File: config.mk
export PLATFORM = sky130hd
export DESIGN_NAME = pds_div_cell
export DESIGN_NICKNAME = d
export VERILOG_FILES = /design/src/rtl/core/pds_pkg.sv /design/src/rtl/core/pds_div_cell.sv
export SDC_FILE = /design/constraint.sdc
export NUM_CORES = 1
export LEC_CHECK = 0
export ABC_CLOCK_PERIOD_IN_PS = 2380
export BUFFER_PORTS_ARGS = -buffer_cell sky130_fd_sc_hd__buf_2
export CORE_UTILIZATION = 39
export DETAILED_ROUTE_END_ITERATION = 16
export PLACE_DENSITY_LB_ADDON = 0.15
export SYNTH_ARGS = -nofsm -noshare
export SYNTH_HDL_FRONTEND = slang
export SYNTH_SLANG_ARGS = --single-unit
File: constraint.sdc
create_clock -name clk -period 2.38 [get_ports clk]
set_input_delay 0.119 -clock clk [delete_from_list [all_inputs] [get_ports clk]]
set_output_delay 0.119 -clock clk [all_outputs]
set_load 0.02 [all_outputs]
File: src/rtl/core/pds_pkg.sv
// ----------------------------------------------------------------------------
// pds_pkg
// Shared widths, constants and payload types for the PLL divider search.
// ----------------------------------------------------------------------------
package pds_pkg;

  // Parameter defaults
  localparam int MAX_REF_DIV_DEF  = 2;
  localparam int MAX_POST_DIV_DEF = 7;

  // Field widths
  localparam int FREQ_W = 22;
  localparam int FB_W   = 9;
  localparam int REF_W  = 4;   // holds the largest reference divider
  localparam int PD_W   = 3;
  localparam int D_W    = 10;  // ref * pd1 * pd2 up to 15 * 7 * 7
  localparam int NUM_W  = 12;  // rounding error never exceeds half of 6400
  localparam int WORD_W = 27;
  localparam int TD_W   = FREQ_W + D_W;

  // Feedback divider arithmetic: fb = floor((T*D + 3200) / 6400)
  localparam int SCALE  = 6400;
  localparam int RND    = 3200;
  localparam int FRAC_W = 8;           // 6400 = 25 << 8
  localparam int Q_W    = TD_W + 1 - FRAC_W;
  localparam int QMIN   = 25 * 16;     // fb >= 16
  localparam int QLIM   = 25 * 512;    // fb <= 511
  localparam int QLO_W  = 14;          // width of q below QLIM
  localparam int RECIP  = 5243;        // ceil(2^17 / 25), exact for q < QLIM
  localparam int RSH    = 17;
  localparam int PROD_W = QLO_W + 13;

  // Best candidate so far
  typedef struct packed {
    logic               have;
    logic [NUM_W-1:0]   num;
    logic [D_W-1:0]     den;
    logic [FB_W-1:0]    fb;
    logic [REF_W-1:0]   rdiv;
    logic [PD_W-1:0]    pd1;
    logic [PD_W-1:0]    pd2;
    logic [FREQ_W-1:0]  ach_num;   // 6400 * fb, divided by den at the end
  } pds_best_t;

  // Item moving along the search chain
  typedef struct packed {
    logic              valid;
    logic [FREQ_W-1:0] target;
    pds_best_t         best;
  } pds_stage_t;

  // Item moving along the divider chain
  typedef struct packed {
    logic              valid;
    pds_best_t         best;
    logic [D_W-1:0]    rem;
    logic [FREQ_W-1:0] quo;
  } pds_div_t;

endpackage

File: src/rtl/core/pds_div_cell.sv
// ----------------------------------------------------------------------------
// pds_div_cell
// One restoring-division step: produces one quotient bit of the achieved
// frequency per cell, registered.
// ----------------------------------------------------------------------------
module pds_div_cell #(
  parameter int BIT = 0
) (
  input  logic              clk,
  input  logic              rst_n,
  input  pds_pkg::pds_div_t in_s,
  output pds_pkg::pds_div_t out_s
);

  logic [pds_pkg::D_W:0] trial;
  logic                  ge;
  pds_pkg::pds_div_t     out_r;
  pds_pkg::pds_div_t     nxt;

  // Shift in the next dividend bit and subtract when it fits
  always_comb begin
    trial = {in_s.rem, in_s.best.ach_num[BIT]};
    ge    = trial >= {1'b0, in_s.best.den};
    nxt   = in_s;
    if (ge) begin
      nxt.rem = pds_pkg::D_W'(trial - {1'b0, in_s.best.den});
    end else begin
      nxt.rem = trial[pds_pkg::D_W-1:0];
    end
    nxt.quo[BIT] = ge;
  end

  // Advance valid bit and payload
  always_ff @(posedge clk) begin
    if (!rst_n) begin
      out_r.valid <= 1'b0;
    end else begin
      out_r.valid <= in_s.valid;
    end
    out_r.best <= nxt.best;
    out_r.rem  <= nxt.rem;
    out_r.quo  <= nxt.quo;
  end

  assign out_s = out_r;

endmodule

# Word level (Yosys, flattened, before mapping)
# Cells that the tools add are included.
op_classes:
  n_addsub: 1
  magnitude_cmp: 1
  muxes: 1
op_table:
  columns: ["cell", "count"]
  rows:
  - ["11-bit by 10-bit greater-or-equal comparator with 1-bit output", 1]
  - ["10-bit 2-to-1 mux", 1]
  - ["10-bit subtractor", 1]
word_totals:
  reg_bits: 97
  out_inout_bits: 97
  word_cells: 14

# Logic depth before layout (Yosys ltp)
# Gate-level depths: netlist of the first run.
logic_depth:
  depth_word: 2
  depth_mapped: 9
  mapped_depth_nobuf: 9

# Least setup slack after synthesis of the first run
# Ideal clock, no wire load.
synth_path:
  path_type: "input -> register"
  startpoint: "in in_s[32] (netlist name)"
  endpoint: "reg out_r (netlist bit out_s[30])"
  setup_time_ns: 0.121
  arrival_ns: 1.723
  required_time_ns: 2.259
  slack_ns: 0.536
  cell_stages: 9
  n_path_buf: 0
  path_cell_list: "inv_1 -> ha_1 -> inv_1 -> fa_1 -> a211oi_1 -> o21bai_1 -> a221oi_1 -> xnor2_1 -> mux2_4"
synth_lines:
  columns: ["item", "line_no", "rtl"]
  rows:
  - ["start: declaration", "pds_div_cell.sv:11", "input pds_pkg::pds_div_t in_s,"]
  - ["end: declaration", "pds_div_cell.sv:17", "pds_pkg::pds_div_t out_r;"]

==> impl_metrics.env, run 1 <==
export IMPL_outcome="completed"
export IMPL_ant_nets=0
export IMPL_crit_family="buffers and inverters"
export IMPL_final_area_sq_um=4760
export IMPL_io_pins=196
export IMPL_grt_pass1_vias=2558
export IMPL_power_frac_comb=0.196
export IMPL_viasPerCell=4.33
export IMPL_cts_root_buf="clkbuf_8"
export IMPL_grt_use_total=0.249
export IMPL_synthFlopType="dfxtp_1"
export IMPL_synth_warnings=0
export IMPL_crit_path_cell_trace="dlygate4sd3_1, buf_2, inv_1, ha_1, inv_1, fa_1, a211oi_1, o21bai_1, a221oi_2, xnor2_1, mux2_4"
export IMPL_wl_per_cell_microns=15.1
export IMPL_timing_slew_headroom=0.744
export IMPL_min_path_cells=3
export IMPL_grt_start_max_net_pins=18
export IMPL_power_switching_w=0.000956
export IMPL_path_buf_inv=4
export IMPL_total_power_w=0.00341
export IMPL_cts_setup_buffers=0
export IMPL_setup_viol_count_final=0
export IMPL_area_delta_synth_final_pct=85.3
export IMPL_avgSynthCellArea_sq_um=14.9
export IMPL_dp_hpwl_microns=4740
export IMPL_drive_gt1_frac=0.468
export IMPL_netlist_area_sq_um=2570
export IMPL_synthCells=173
export IMPL_port_buffers=194
export IMPL_setup_tns_final_ns=0
export IMPL_hold_class="input port to flip-flop"
export IMPL_first_iter_violations=29
export IMPL_clk_pin_slew_ns=0.09
export IMPL_drtPass1Iterations=5
export IMPL_yosysSeqAreaShare=0.755
export IMPL_antenna_found_initial=0
export IMPL_die_w_microns=83.2
export IMPL_largest_register_ff_count=97
export IMPL_rsz0062_at_grt="false"
export IMPL_p_leak_nw=2.39
export IMPL_end_kind="flip-flop"
export IMPL_crit_cells=11
export IMPL_rows=29
export IMPL_coreArea_sq_um=6350
export IMPL_ys_types=33
export IMPL_initial_utilization=0.405
export IMPL_fp_dieArea_sq_um=6920
export IMPL_overflow=0
export IMPL_p_clk_frac=0.287
export IMPL_die_y_microns=83.2
export IMPL_cp_start_kind="input port"
export IMPL_crit_top_cell="inv_1"
export IMPL_place_area_sq_um=3640
export IMPL_ys_async_sr_fraction=0
export IMPL_crit_type="input port to flip-flop"
export IMPL_slew_viol_final=0
export IMPL_cts_sinks=97
export IMPL_worstPathRequired_ns=2.63
export IMPL_peakVddDrop_mv=0.415
export IMPL_clk_path_buf_depth=2
export IMPL_max_cap_viol_count=0
export IMPL_grt_pass1_wl_microns=13100
export IMPL_hold_viol=0
export IMPL_cts_tree="built"
export IMPL_cts_max_level=3
export IMPL_synth_edf_count=0
export IMPL_power_internal_w=0.00246
export IMPL_fmax_mhz=444
export IMPL_yosys_register_bits=97
export IMPL_swShare=0.280
export IMPL_fin_crit_ns=2.25
export IMPL_p_seq_frac=0.517
export IMPL_critPathArrivalTime_ns=2.50
export IMPL_drcViolationCount=0
export IMPL_cp_slowest_cell="dlygate4sd3_1"
export IMPL_dr_total_vias=2400
export IMPL_tightestPinTransition_ns=0.384
export IMPL_routed_wl_microns=8370
export IMPL_cpPeakStageDelay_ns=0.53
export IMPL_final_period_utilization=0.946
export IMPL_synth_nets=283
export IMPL_critPathMaxFanout=3
export IMPL_n_antenna_cell=0
export IMPL_numCtsBuffers=9
export IMPL_gp_congestion=0.722
export IMPL_p_per_area_nw_per_um2=716
export IMPL_final_nets=582
[stage by stage]
step	utilization	hold WS, ns	instances	setup slack, ns
3_3_place_gp	0.573	0.222	444	0.252
5_1_grt	0.750	0.0535	554	0.0510
3_5_place_dp	0.573	0.223	444	0.240
2_1_floorplan	-	0.147	173	0.536
6_report	0.750	0.0477	554	0.128
4_1_cts	0.749	0.0225	554	0.0720
[Yosys cell counts (all sizes together) (2+ instances only)]
cell type   n  share of area
a211oi      2          0.011
a21o        2         0.0058
a21oi       5         0.0097
dfxtp      97           0.76
ha         10          0.049
inv        13          0.020
mux2        8          0.045
nand2       5         0.0073
nand3       2         0.0058
nor2        3         0.0044
nor4        2         0.0049
o21a        2         0.0088
o21ai       2         0.0039
xnor2       5          0.017
xor2        2         0.0068
[tightest hold or removal path, cell delays in order]
cell      delay (ns)
buf_2           0.09
o211ai_1        0.08
o31ai_1         0.08
[worst paths after layout]
| path | start | end | slack, ns |
|---|---|---|---|
| max | in_s[32] | out_s[30]$_DFF_P_ | 0.13 |
| min | in_s[30] | out_s[31]$_DFF_P_ | 0.05 |
[routing by layer]
layer / wire length [microns] / global-route usage / vias up
li1: - / - / 1162
met1: 3000 / 0.249 / 1111
met2: 4620 / 0.469 / 108
met3: 519 / 0.0755 / 19
met4: 223 / 0.111 / 0
met5: 0 / 0 / -
[cells by family (layout without fill, tap and decap cells)]
kind of cell | after synthesis | after routing | share of synthesized area
buffers and inverters | 13 | 317 | 0.0200
multiplexers | 9 | 9 | 0.0491
flip-flops | 97 | 97 | 0.755
XOR/XNOR | 7 | 7 | 0.0238
AND/OR/NAND/NOR | 17 | 17 | 0.0350
AO/OA/AOI/OAI | 19 | 19 | 0.0603
adder cells (fa/ha/maj) | 11 | 11 | 0.0564
[power groups by stage]
| stage | sequential, W | combinational (W) | clock [W] |
|---|---|---|---|
| final | 0.00176 | 0.000670 | 0.000979 |
| after global routing | 0.00178 | 0.000715 | 0.00108 |
| after CTS | 0.00176 | 0.000656 | 0.000997 |
| after detailed placement | 0.00180 | 0.000531 | 0 |
| after global placement | 0.00179 | 0.000528 | 0 |
| after floorplan | 0.00195 | 0.000158 | 0 |
[area by class of cell]
cell class	instances	area [sq um]
Sequential cell	97	1940
Timing Repair Buffer	288	1910
Fill cell	420	1590
Multi-Input combinational cell	63	584
Clock buffer	9	124
Tap cell	77	96.3
Clock inverter	7	55.1
Inverter	13	51.3
[repair_timing]
action                                  4_1_cts  5_1_grt
hold buffers                                 94        0
endpoints found under the setup margin        0        1
endpoints found under the hold margin        93        0
gates resized for setup                       0        1
[cells in the final DEF (no fill, tap or decap), types with 2 or more instances in the layout]
cell / netlist / routed
a21o_1: 2 / 2
a21oi_1: 5 / 5
buf_2: 0 / 194
clkbuf_8: 0 / 9
clkinv_2: 0 / 2
clkinvlp_4: 0 / 3
dfxtp_1: 97 / 97
dlygate4sd3_1: 0 / 94
ha_1: 10 / 10
inv_1: 12 / 12
inv_8: 0 / 2
mux2_4: 7 / 7
nand2_1: 5 / 5
nor2_1: 3 / 3
nor4_1: 2 / 2
o21ai_0: 2 / 2
xnor2_1: 5 / 5
xor2_1: 2 / 2
No activity file was read; power rests on OpenSTA's default activity.
==> inputs of run 2 (changes only) <==
- ABC_CLOCK_PERIOD_IN_PS: 2380 -> 2950
- CORE_UTILIZATION: 39 -> 30
- clock period: 2.38 -> 2.95 ns (I/O delays scaled with it)
==> run 2 against run 1 <==
Hold slack worse by 0.012 ns. Clock power is 21% lower. Global-route usage is 8.8 points lower. Highest routed layer unchanged.
==> impl_metrics.env, run 2 (same netlist as run 1, synthesis figures left out) <==
export IMPL_fmax_mhz=425
export IMPL_cpPeakStageDelay_ns=0.54
export IMPL_outcome="completed"
export IMPL_final_nets=575
export IMPL_cts_sinks=97
export IMPL_slew_viol_final=0
export IMPL_drive_gt1_frac=0.471
export IMPL_crit_path_cell_trace="dlygate4sd3_1, buf_2, inv_1, ha_1, inv_1, fa_1, a211oi_1, o21bai_1, a221oi_1, xnor2_1, mux2_4"
export IMPL_overflow=0
export IMPL_critPathMaxFanout=3
export IMPL_fp_dieArea_sq_um=8950
export IMPL_grt_start_max_net_pins=18
export IMPL_crit_type="input port to flip-flop"
export IMPL_initial_utilization=0.311
export IMPL_routed_wl_microns=7290
export IMPL_viasPerCell=3.99
export IMPL_dp_hpwl_microns=4810
export IMPL_place_area_sq_um=3670
export IMPL_crit_top_cell="inv_1"
export IMPL_gp_congestion=0.731
export IMPL_crit_family="buffers and inverters"
export IMPL_cts_max_level=3
export IMPL_end_kind="flip-flop"
export IMPL_final_area_sq_um=4720
export IMPL_min_path_cells=2
export IMPL_grt_pass1_vias=2241
export IMPL_multi_input_area_sq_um=578
export IMPL_numCtsBuffers=9
export IMPL_total_power_w=0.00272
export IMPL_setup_viol_count_final=0
export IMPL_largest_register_ff_count=97
export IMPL_grt_use_total=0.161
export IMPL_ant_nets=0
export IMPL_rsz0062_at_grt="false"
export IMPL_final_period_utilization=0.798
export IMPL_layout_common_cells="buf_2, dfxtp_1, dlygate4sd3_1"
export IMPL_hold_slack_ns=0.0354
export IMPL_fillers=744
export IMPL_coreArea_sq_um=8260
export IMPL_worstPathRequired_ns=3.20
export IMPL_post_route_worst_setup_slack_ns=0.595
export IMPL_path_buf_inv=4
export IMPL_crit_cells=11
export IMPL_clk_pin_slew_ns=0.10
export IMPL_io_pins=196
export IMPL_hold_viol=0
export IMPL_cts_root_buf="clkbuf_8"
export IMPL_die_y_microns=94.6
export IMPL_drcViolationCount=0
export IMPL_p_leak_nw=2.35
export IMPL_cp_slowest_cell="dlygate4sd3_1"
export IMPL_rows=33
export IMPL_cts_setup_buffers=0
export IMPL_first_iter_violations=17
export IMPL_drtPass1Iterations=4
export IMPL_fin_crit_ns=2.35
export IMPL_max_cap_viol_count=0
export IMPL_port_buffers=194
export IMPL_tightestPinTransition_ns=0.361
export IMPL_p_per_area_nw_per_um2=576
export IMPL_antenna_found_initial=0
export IMPL_hold_class="input port to flip-flop"
export IMPL_die_w_microns=94.6
export IMPL_timing_slew_headroom=0.759
export IMPL_wl_per_cell_microns=12.7
export IMPL_cp_start_kind="input port"
export IMPL_setup_tns_final_ns=0
export IMPL_pre_cts_ws_ns=0.773
export IMPL_clk_path_buf_depth=2
export IMPL_dr_total_vias=2289
export IMPL_cts_tree="built"
export IMPL_n_antenna_cell=0
export IMPL_critPathArrivalTime_ns=2.60
export IMPL_area_delta_synth_final_pct=83.6
export IMPL_register_area_sq_um=1940
export IMPL_grt_pass1_wl_microns=10600
export IMPL_layout_commonest_cell="buf_2"
export IMPL_peakVddDrop_mv=0.269
## run 2: path summary, 6_finish.rpt
kind	from	to	slack [ns]
hold / removal	in_s[28]	out_s[29]$_DFF_P_	0.04
setup / recovery	in_s[32]	out_s[30]$_DFF_P_	0.60
## run 2: layout make-up
class | count | area share
Clock buffer | 9 | 0.0262
Clock inverter | 6 | 0.0109
Inverter | 13 | 0.0109
Multi-Input combinational cell | 63 | 0.122
Sequential cell | 97 | 0.411
Tap cell | 105 | 0.0278
Timing Repair Buffer | 281 | 0.390
## run 2: timing repair
action,in CTS,in global routing
resized for setup,0,0
hold buffers,87,0
hold endpoints to repair,86,0
## run 2: per-stage QoR
step | util | instances
global route | 0.572 | 574
global placement | 0.445 | 472
detailed placement | 0.445 | 472
floorplan | - | 173
CTS | 0.572 | 574
finish | 0.572 | 574
## run 2: layer usage
layer,routed length (microns),vias to the layer above,GRT usage
met3,631,18,0.0507
met1,2640,1011,0.162
met5,0,-,0
li1,-,1154,-
met4,227,0,0.0909
met2,3790,106,0.292
## run 2: report_power, final
| part | switching (W) | internal (W) |
|---|---|---|
| Combinational | 0.000263 | 0.000258 |
| Clock | 0.000463 | 0.000314 |
| Sequential | 0.0000193 | 0.00140 |
