[config.mk]
export PLATFORM = sky130hd
export DESIGN_NAME = pds_search_cell
export DESIGN_NICKNAME = d
export VERILOG_FILES = /design/src/rtl/core/pds_pkg.sv /design/src/rtl/core/pds_search_cell.sv
export SDC_FILE = /design/constraint.sdc
export NUM_CORES = 1
export LEC_CHECK = 0
export BUFFER_PORTS_ARGS = -buffer_cell sky130_fd_sc_hd__buf_4
export CAP_MARGIN = 20
export CORE_MARGIN = 5
export CORE_UTILIZATION = 35
export DETAILED_ROUTE_END_ITERATION = 10
export SETUP_SLACK_MARGIN = 0.15
export SYNTH_ARGS = -nofsm -noshare
export SYNTH_HDL_FRONTEND = slang
export SYNTH_SLANG_ARGS = --single-unit
[constraint.sdc]
create_clock -name clk -period 14.52 [get_ports clk]
set_input_delay 2.904 -clock clk [delete_from_list [all_inputs] [get_ports clk]]
set_output_delay 2.904 -clock clk [all_outputs]
set_load 0.05 [all_outputs]
[src/rtl/core/pds_pkg.sv]
// ----------------------------------------------------------------------------
// pds_pkg
// Shared widths, constants and payload types for the PLL divider search.
// ----------------------------------------------------------------------------
package pds_pkg;

  // Parameter defaults
  localparam int MAX_REF_DIV_DEF  = 2;
  localparam int MAX_POST_DIV_DEF = 7;

  // Field widths
  localparam int FREQ_W = 22;
  localparam int FB_W   = 9;
  localparam int REF_W  = 4;   // holds the largest reference divider
  localparam int PD_W   = 3;
  localparam int D_W    = 10;  // ref * pd1 * pd2 up to 15 * 7 * 7
  localparam int NUM_W  = 12;  // rounding error never exceeds half of 6400
  localparam int WORD_W = 27;
  localparam int TD_W   = FREQ_W + D_W;

  // Feedback divider arithmetic: fb = floor((T*D + 3200) / 6400)
  localparam int SCALE  = 6400;
  localparam int RND    = 3200;
  localparam int FRAC_W = 8;           // 6400 = 25 << 8
  localparam int Q_W    = TD_W + 1 - FRAC_W;
  localparam int QMIN   = 25 * 16;     // fb >= 16
  localparam int QLIM   = 25 * 512;    // fb <= 511
  localparam int QLO_W  = 14;          // width of q below QLIM
  localparam int RECIP  = 5243;        // ceil(2^17 / 25), exact for q < QLIM
  localparam int RSH    = 17;
  localparam int PROD_W = QLO_W + 13;

  // Best candidate so far
  typedef struct packed {
    logic               have;
    logic [NUM_W-1:0]   num;
    logic [D_W-1:0]     den;
    logic [FB_W-1:0]    fb;
    logic [REF_W-1:0]   rdiv;
    logic [PD_W-1:0]    pd1;
    logic [PD_W-1:0]    pd2;
    logic [FREQ_W-1:0]  ach_num;   // 6400 * fb, divided by den at the end
  } pds_best_t;

  // Item moving along the search chain
  typedef struct packed {
    logic              valid;
    logic [FREQ_W-1:0] target;
    pds_best_t         best;
  } pds_stage_t;

  // Item moving along the divider chain
  typedef struct packed {
    logic              valid;
    pds_best_t         best;
    logic [D_W-1:0]    rem;
    logic [FREQ_W-1:0] quo;
  } pds_div_t;

endpackage

[src/rtl/core/pds_search_cell.sv]
// ----------------------------------------------------------------------------
// pds_search_cell
// Evaluates one divider combination and keeps the better of it and the best
// so far. Four pipeline stages; a new item may enter every cycle.
// ----------------------------------------------------------------------------
module pds_search_cell #(
  parameter int REF = 1,
  parameter int PD1 = 1,
  parameter int PD2 = 1
) (
  input  logic                clk,
  input  logic                rst_n,
  input  pds_pkg::pds_stage_t in_s,
  output pds_pkg::pds_stage_t out_s
);

  localparam logic [pds_pkg::D_W-1:0] D_C = pds_pkg::D_W'(REF * PD1 * PD2);

  // Stage 1: T * D
  logic                          v1_r;
  pds_pkg::pds_best_t            b1_r;
  logic [pds_pkg::TD_W-1:0]      td1_r;
  // Stage 2: rounded quotient by 256, reciprocal product
  logic                          v2_r;
  pds_pkg::pds_best_t            b2_r;
  logic [pds_pkg::FREQ_W-1:0]    td2_r;
  logic                          inr2_r;
  logic [pds_pkg::PROD_W-1:0]    prod2_r;
  // Stage 3: feedback divider and error
  logic                          v3_r;
  pds_pkg::pds_best_t            b3_r;
  logic                          inr3_r;
  logic [pds_pkg::FB_W-1:0]      fb3_r;
  logic [pds_pkg::FREQ_W-1:0]    a3_r;
  logic [pds_pkg::NUM_W-1:0]     num3_r;
  // Stage 4: compare and pick
  pds_pkg::pds_stage_t           out_r;
  logic [pds_pkg::FREQ_W-1:0]    t1_r, t2_r, t3_r;

  logic [pds_pkg::TD_W:0]        sum2;
  logic [pds_pkg::Q_W-1:0]       q2;
  logic [pds_pkg::FB_W-1:0]      fb3_nxt;
  logic [pds_pkg::FREQ_W-1:0]    a3_nxt;
  logic [pds_pkg::FREQ_W-1:0]    diff3;
  logic [pds_pkg::FREQ_W-1:0]    lhs4, rhs4;
  logic                          take4;
  pds_pkg::pds_best_t            b4_nxt;

  // Round and range-check the feedback divider
  always_comb begin
    sum2 = {1'b0, td1_r} + (pds_pkg::TD_W + 1)'(pds_pkg::RND);
    q2   = sum2[pds_pkg::TD_W:pds_pkg::FRAC_W];
  end

  // Divide by 25 and form the error against the target
  always_comb begin
    fb3_nxt = prod2_r[pds_pkg::RSH+pds_pkg::FB_W-1:pds_pkg::RSH];
    a3_nxt  = pds_pkg::FREQ_W'(fb3_nxt) * pds_pkg::FREQ_W'(pds_pkg::SCALE);
    if (a3_nxt >= td2_r) begin
      diff3 = a3_nxt - td2_r;
    end else begin
      diff3 = td2_r - a3_nxt;
    end
  end

  // Cross-multiply errors; strict less keeps the earlier candidate on ties
  always_comb begin
    lhs4  = pds_pkg::FREQ_W'(num3_r) * pds_pkg::FREQ_W'(b3_r.den);
    rhs4  = pds_pkg::FREQ_W'(b3_r.num) * pds_pkg::FREQ_W'(D_C);
    take4 = inr3_r && (!b3_r.have || (lhs4 < rhs4));
    b4_nxt = b3_r;
    if (take4) begin
      b4_nxt.have    = 1'b1;
      b4_nxt.num     = num3_r;
      b4_nxt.den     = D_C;
      b4_nxt.fb      = fb3_r;
      b4_nxt.rdiv    = pds_pkg::REF_W'(REF);
      b4_nxt.pd1     = pds_pkg::PD_W'(PD1);
      b4_nxt.pd2     = pds_pkg::PD_W'(PD2);
      b4_nxt.ach_num = a3_r;
    end
  end

  // Advance valid bits and payload
  always_ff @(posedge clk) begin
    if (!rst_n) begin
      v1_r        <= 1'b0;
      v2_r        <= 1'b0;
      v3_r        <= 1'b0;
      out_r.valid <= 1'b0;
    end else begin
      v1_r        <= in_s.valid;
      v2_r        <= v1_r;
      v3_r        <= v2_r;
      out_r.valid <= v3_r;
    end
    t1_r    <= in_s.target;
    b1_r    <= in_s.best;
    td1_r   <= pds_pkg::TD_W'(in_s.target) * pds_pkg::TD_W'(D_C);
    t2_r    <= t1_r;
    b2_r    <= b1_r;
    td2_r   <= td1_r[pds_pkg::FREQ_W-1:0];
    inr2_r  <= (q2 >= pds_pkg::Q_W'(pds_pkg::QMIN)) && (q2 < pds_pkg::Q_W'(pds_pkg::QLIM));
    prod2_r <= pds_pkg::PROD_W'(q2[pds_pkg::QLO_W-1:0]) * pds_pkg::PROD_W'(pds_pkg::RECIP);
    t3_r    <= t2_r;
    b3_r    <= b2_r;
    inr3_r  <= inr2_r;
    fb3_r   <= fb3_nxt;
    a3_r    <= a3_nxt;
    num3_r  <= diff3[pds_pkg::NUM_W-1:0];
    out_r.target <= t3_r;
    out_r.best   <= b4_nxt;
  end

  assign out_s = out_r;

endmodule

Word level (Yosys, flattened, before mapping):

Cells that the tools add are included.

* register bits: 411
* output and inout port bits: 87
* word-level logic and storage cells: 63
* bits of input ports: 89

* $add $sub $neg: 3
* $lt $le $gt $ge: 4
* $mul: 3
* reduce and logical (&&, ||, !) cells: 4
* muxes and demuxes: 2

Operators by type and width (count)
* two-way mux 63 bit: 1
* multiplier 14 x 13 -> 26 bit, second input constant: 1
* subtractor 12 bit: 2
* adder 22 x 12 -> 23 bit, second input constant: 1
* greater-or-equal comparator 22 bit: 1
* less-than comparator 22 x 12 -> 1 bit: 1
* multiplier 12 x 10 -> 22 bit: 1
* greater-or-equal comparator 15 x 9 -> 1 bit, second input constant: 1
* less-than comparator 15 x 14 -> 1 bit, second input constant: 1
* multiplier 9 x 5 -> 14 bit, second input constant: 1
* two-way mux 12 bit: 1
* logical AND 1 bit: 2
* zero test 1 bit: 1
* logical OR 1 bit: 1

Logic depth before layout (Yosys ltp):

Gate-level depths: netlist of run 1.

* depth in word-level cells: 5
* depth in mapped cells: 27
* gate-level depth less buffers: 25

Least setup slack after synthesis of run 1:

No wires, ideal clock.

* path kind: register to register
* from: register b3_r[44] in the netlist's numbering
* to: register out_r, in the netlist out_s[60]
* period minus slack after synthesis: 6.392 ns
* path slack: 8.128 ns
* library setup time: 0.121 ns
* required time: 14.399 ns
* buffers on the path: 2
* data arrival time: 6.270 ns
* cell stages (with the launch flop): 28
* path through: dfxtp_1 clkbuf_1 nand2_1 fa_1 inv_1 fa_1 inv_1 fa_1 inv_1 fa_1 inv_1 fa_1 inv_1 ha_1 a21oi_1 o21ai_0 nand3_1 nand2_1 xor2_1 ha_1 nand3b_1 a211oi_1 o211ai_1 nor4_1 nor4b_2 a32oi_4 buf_4 mux2_4

RTL lines
* start: declaration: RTL line pds_search_cell.sv:31 `pds_pkg::pds_best_t b3_r;`
* start signal: assignment: RTL line pds_search_cell.sv:106 `b3_r <= b2_r;`
* end: declaration: RTL line pds_search_cell.sv:37 `pds_pkg::pds_stage_t out_r;`

==> results.sh, run 1 <==
export IMPL_areaGrowthSynthToFinish_pct=19.4
export IMPL_cts_root_buf="clkbuf_16"
export IMPL_gp_congestion=0.853
export IMPL_async_flop_share_pct=0
export IMPL_required_ns=14.98
export IMPL_ys_flop_type="dfxtp_1"
export IMPL_ctsResizeCount=0
export IMPL_antenna_found_initial=1
export IMPL_nFillCells=4881
export IMPL_dieArea_sq_mm=0.0563
export IMPL_setup_viol=0
export IMPL_min_path_cells=0
export IMPL_core_sq_mm=0.0513
export IMPL_synthCells=1555
export IMPL_hpwl_um=30400
export IMPL_start_util_pct=35.2
export IMPL_worstRegToRegCells=25
export IMPL_synth_seq_cells=390
export IMPL_synth_area_per_cell_sq_um=11.6
export IMPL_first_global_vias=11900
export IMPL_slew_viol_final=0
export IMPL_critical_path_startpoint_type="flip-flop"
export IMPL_cp_max_fo=63
export IMPL_synthDistinctLibCells=60
export IMPL_clk_latency_ns=0.57
export IMPL_placementRows=83
export IMPL_yosysWarnings=0
export IMPL_grt_pass1_wl_um=62600
export IMPL_tns_ns=0
export IMPL_wire_per_inst_um=15.7
export IMPL_postCtsHoldBufs=0
export IMPL_portBuffers=175
export IMPL_first_pass_iters=5
export IMPL_post_cts_repair_setup_buffers=0
export IMPL_cts_tree="built"
export IMPL_layout_worst_path_cycle_share_pct=50.5
export IMPL_layout_drive_gt1_share_pct=16.6
export IMPL_cp_top_family="adder cells"
export IMPL_worst_path_stages=25
export IMPL_drv_cap=0
export IMPL_synth_nets=2016
export IMPL_drc=0
export IMPL_synth_seq_area_share_pct=43.2
export IMPL_cts_buffers=41
export IMPL_slew_headroom_pct=34.3
export IMPL_clockBufferDepth=3
export IMPL_initialDrtViolationCount=427
export IMPL_wl_um=38500
export IMPL_grt_start_max_net_pins=64
export IMPL_slowest_delay_ns=0.75
export IMPL_vias_per_cell=4.46
export IMPL_die_width_um=237
export IMPL_status="complete, no violations"
export IMPL_tightest_slew_ns=0.985
export IMPL_dr_total_vias=11000
export IMPL_io_pin_count=176
export IMPL_detail_route_antenna_nets=0
export IMPL_arrival_ns=7.78
export IMPL_cts_clk_slew_worst_paths_ns=0.06
export IMPL_critPathBufInv=6
export IMPL_grt_overflow=0
export IMPL_fmax_ghz=0.136
export IMPL_grtUsageTotal_pct=13.9
export IMPL_layout_nets=2208
export IMPL_hp_class="flip-flop to flip-flop"
export IMPL_rsz0062_at_grt="false"
export IMPL_cts_sinks=390
export IMPL_worstSetupPathType="flip-flop to flip-flop"
export IMPL_syn_cell_area_sq_mm=0.0181
export IMPL_cp_slowest_cell="buf_4"
export IMPL_end_kind="flip-flop"
export IMPL_skew_ns=0.0139
export IMPL_htree_levels=2
export IMPL_finalHoldViolCount=0
export IMPL_min_period_ns=7.33
export IMPL_die_height_um=237
export IMPL_synth_edf_count=0
## cell usage in the layout, fill, tap and decap left out, types with 14 or more instances in the layout
cell         n
a21o_1      14
a21oi_1     40
and2_1      97
buf_4      181
clkbuf_16   41
dfxtp_1    390
fa_1       145
ha_1       227
inv_1      245
mux2_4      32
nand2_1     84
nand2b_1    15
nor2_1      33
o21ai_0     26
xnor2_1     37
xor2_1      20
## per-layer routing
layer | share of wire [%] | track usage (%) | vias to the layer above
li1 | - | - | 5346
met1 | 44 | 17.6 | 5349
met2 | 48 | 23.3 | 224
met3 | 6.0 | 3.88 | 60
met4 | 2.6 | 4.18 | 0
met5 | 0 | 0 | -
## worst paths after layout
kind	slack, ns	end	startpoint
worst max register to register	7.19	out_s[8]	b3_r[44]
worst min-delay path	0.31	b3_r[8]	b2_r[8]
worst max-delay path	7.19	out_s[8]	b3_r[44]
worst min register to register	0.31	b3_r[8]	b2_r[8]
## cells by family (layout without fill, tap and decap cells)
family | after synthesis | count (layout) | synth area share (%)
XOR/XNOR | 57 | 57 | 2.76
flip-flops | 390 | 390 | 43.2
adder cells (fa/ha/maj) | 372 | 372 | 31.8
buffers and inverters | 277 | 500 | 5.92
AO/OA/AOI/OAI | 147 | 147 | 5.45
multiplexers | 39 | 39 | 3.07
AND/OR/NAND/NOR | 273 | 273 | 7.88
other | 0 | 2 | 0
## flip-flops by register name (all words and copies together), names as in the netlist, 11 cells and up
name    flops
a3_r       11
b1_r       64
b2_r       64
b3_r       64
num3_r     11
out_s      87
t2_r       22
t3_r       22
td1_r      22
## cell usage after synthesis (4+ instances only)
library cell    n  area [sq um]
xnor2_1        37           324
inv_1         245           920
nand2b_1       15          93.8
nand4_1        10          62.6
a211oi_1       12          90.1
a2111oi_0       5          43.8
nor2_1         33           124
mux2_4         32           480
o211ai_1        6          45.0
o21bai_1        4          30.0
nand2_1        84           315
mux2i_1         4          40.0
fa_1          145          2900
nor3_1          4          20.0
a21o_1         14           105
o21a_1         10          75.1
o22ai_1         6          37.5
o21ai_0        26           130
ha_1          227          2840
nor2b_1         4          25.0
clkbuf_1       23          86.3
xor2_1         20           175
and2_1         97           607
dfxtp_1       390          7810
a21oi_1        40           200
nand3_1         9          45.0
## through the flow
stage	hold slack [ns]	std cells	area (sq um)	worst slack, ns	util [%]
after floorplan	0.310	1555	18100	8.13	-
final	0.315	2460	21600	7.19	42.1
after global routing	0.317	2459	21600	6.68	42.1
after detailed placement	0.312	2384	20200	7.19	39.3
after CTS	0.315	2458	21600	7.18	42.1
after global placement	0.310	2384	20200	7.30	39.3
## worst reg2reg max path: cells and delay by family, from the launching register on
family                   cells  cell delay [ns]
XOR/XNOR                     1             0.18
AO/OA/AOI/OAI                6             1.14
AND/OR/NAND/NOR              4             0.51
buffers and inverters        6             1.01
adder cells (fa/ha/maj)      7             3.26
flip-flops                   1             0.64
multiplexers                 1             0.51
## cell type report
| cell class | instances | area [sq um] | share of cell area [%] |
|---|---|---|---|
| multi-input combinational | 888 | 9210 | 42.7 |
| sequential | 390 | 7810 | 36.2 |
| timing repair buffer | 181 | 1360 | 6.29 |
| clock buffer | 49 | 1080 | 4.98 |
| inverter | 245 | 920 | 4.26 |
| tap | 680 | 851 | 3.94 |
| clock inverter | 25 | 364 | 1.69 |
| antenna | 2 | 5.00 | 0.0232 |
Power of run 1 is left out: the tool's default activity adds up to more than one toggle a clock period on the data nets, which glitch-free logic cannot reach.
==> run 2, diff against run 1 <==
- ABC_AREA: not set -> 1
- clock period: 14.52 -> 6.8 ns (I/O delays scaled with it)
==> results.sh, run 2 <==
export IMPL_core_sq_mm=0.0528
export IMPL_cp_slowest_cell="dfxtp_1"
export IMPL_cp_max_fo=12
export IMPL_clk_latency_ns=0.59
export IMPL_htree_levels=2
export IMPL_start_util_pct=35.5
export IMPL_die_width_um=241
export IMPL_detail_route_antenna_nets=0
export IMPL_multi_input_area_sq_mm=0.00922
export IMPL_synth_area_per_cell_sq_um=9.82
export IMPL_async_flop_share_pct=0
export IMPL_first_pass_iters=5
export IMPL_cts_clk_slew_worst_paths_ns=0.07
export IMPL_grt_pass1_wl_um=70100
export IMPL_worst_path_stages=25
export IMPL_tightest_slew_ns=0.876
export IMPL_critPathBufInv=5
export IMPL_hold_start="b2_r[41]"
export IMPL_drv_cap=0
export IMPL_layout_nets=2568
export IMPL_yosysMostFrequentCell="inv_1"
export IMPL_syn_cell_area_sq_mm=0.0187
export IMPL_rsz0062_at_grt="false"
export IMPL_path_common_cell="fa_1"
export IMPL_layout_drive_gt1_share_pct=14.4
export IMPL_grt_overflow=0
export IMPL_gp_congestion=0.879
export IMPL_initialDrtViolationCount=525
export IMPL_wire_per_inst_um=15.6
export IMPL_synth_top_area_share_pct=41.7
export IMPL_fmax_ghz=0.160
export IMPL_portBuffers=175
export IMPL_drc=0
export IMPL_setup_viol=0
export IMPL_synth_nets=2367
export IMPL_hp_class="flip-flop to flip-flop"
export IMPL_postCtsHoldBufs=0
export IMPL_grtUsageTotal_pct=15.3
export IMPL_slew_headroom_pct=41.4
export IMPL_mostFrequentLayoutCell="inv_1"
export IMPL_wl_um=44000
export IMPL_dr_total_vias=12400
export IMPL_end_kind="flip-flop"
export IMPL_min_period_ns=6.25
export IMPL_synth_edf_count=0
export IMPL_rrSetupSlack_ns=0.55
export IMPL_antenna_found_initial=0
export IMPL_synth_top_cell_by_area="dfxtp_1"
export IMPL_clockBufferDepth=3
export IMPL_layout_worst_path_cycle_share_pct=91.9
export IMPL_placementRows=84
export IMPL_nFillCells=5175
export IMPL_synth_seq_area_share_pct=41.7
export IMPL_seq_area_sq_mm=0.00782
export IMPL_arrival_ns=6.76
export IMPL_worstRegToRegCells=25
export IMPL_min_path_cells=0
export IMPL_dieArea_sq_mm=0.0582
export IMPL_slowest_delay_ns=0.59
export IMPL_status="complete, no violations"
export IMPL_yosysWarnings=0
export IMPL_areaGrowthSynthToFinish_pct=19.3
export IMPL_vias_per_cell=4.39
export IMPL_synth_seq_cells=390
export IMPL_tns_ns=0
export IMPL_first_global_vias=13200
export IMPL_cts_buffers=43
export IMPL_die_height_um=241
export IMPL_required_ns=7.31
export IMPL_slew_viol_final=0
export IMPL_dpl_cell_count=2750
export IMPL_min_to="b3_r[41]"
export IMPL_cts_tree="built"
export IMPL_cp_top_family="adder cells"
export IMPL_grt_start_max_net_pins=46
export IMPL_final_cell_mix="inv_1, dfxtp_1, nand2_1"
export IMPL_stdcell_count=2826
export IMPL_synthCells=1906
export IMPL_diodes=0
export IMPL_cts_root_buf="clkbuf_16"
export IMPL_critical_path_startpoint_type="flip-flop"
export IMPL_io_pin_count=176
export IMPL_cts_sinks=390
export IMPL_r2r_start="num3_r[1]"
export IMPL_synthTopCellsByArea="dfxtp_1, fa_1, ha_1"
export IMPL_hpwl_um=34800
export IMPL_ys_flop_type="dfxtp_1"
export IMPL_synth_common_cells="inv_1, dfxtp_1, nand2_1, ha_1, fa_1"
export IMPL_r2r_end="out_s[54]"
export IMPL_synthDistinctLibCells=36
export IMPL_finalHoldViolCount=0
export IMPL_worstSetupPathType="flip-flop to flip-flop"
export IMPL_skew_ns=0.0239
export IMPL_largest_reg_flops=87
run 2: timing repair:
item                       CTS  global route
setup buffers                0             0
resized for setup            0             8
setup endpoints to repair    0            58
run 2: final cells by class:
cell class | count | share of cell area (%)
timing repair buffer | 195 | 6.63
multi-input combinational | 1082 | 41.3
clock buffer | 50 | 5.07
tap | 688 | 3.86
sequential | 390 | 35.0
inverter | 395 | 6.64
clock inverter | 26 | 1.48
run 2: cells by family (layout without fill, tap and decap cells):
kind of cell / Yosys count / count (layout) / share of synthesized area (%)
simple gates: 529 / 529 / 12.0
fa+ha+maj: 372 / 372 / 30.7
compound gates: 132 / 132 / 4.24
flops: 390 / 390 / 41.7
buf+inv: 434 / 666 / 9.02
xor+xnor: 49 / 49 / 2.29
run 2: how the worst max path moves through the flow:
stage                         start         to  slack (ns)
after floorplan            b3_r[50]  out_s[56]        1.07
final                     num3_r[1]  out_s[54]        0.55
after global routing      num3_r[4]  out_s[12]        0.16
after CTS                  b3_r[47]  out_s[12]        0.36
after detailed placement   b3_r[47]  out_s[18]        0.37
after global placement     b3_r[44]  out_s[32]        0.47
run 2: metrics by stage:
| stage | area (sq um) | worst slack, ns | utilization [%] | hold WS (ns) |
|---|---|---|---|---|
| 6_report | 22300 | 0.550 | 42.3 | 0.321 |
| 5_1_grt | 22300 | 0.164 | 42.3 | 0.323 |
| 4_1_cts | 22300 | 0.359 | 42.3 | 0.318 |
| 3_5_place_dp | 20800 | 0.369 | 39.5 | 0.312 |
| 3_3_place_gp | 20800 | 0.470 | 39.5 | 0.310 |
| 2_1_floorplan | 18700 | 1.07 | - | 0.310 |
run 2: routing by layer:
layer | GRT usage [%] | routed length, um | part of all wire (%)
met1 | 19.5 | 19100 | 43
met2 | 26.3 | 21600 | 49
met3 | 2.63 | 2100 | 4.8
met4 | 5.04 | 1250 | 2.8
met5 | 0 | 0 | 0
Power of run 2 is left out for the same reason.
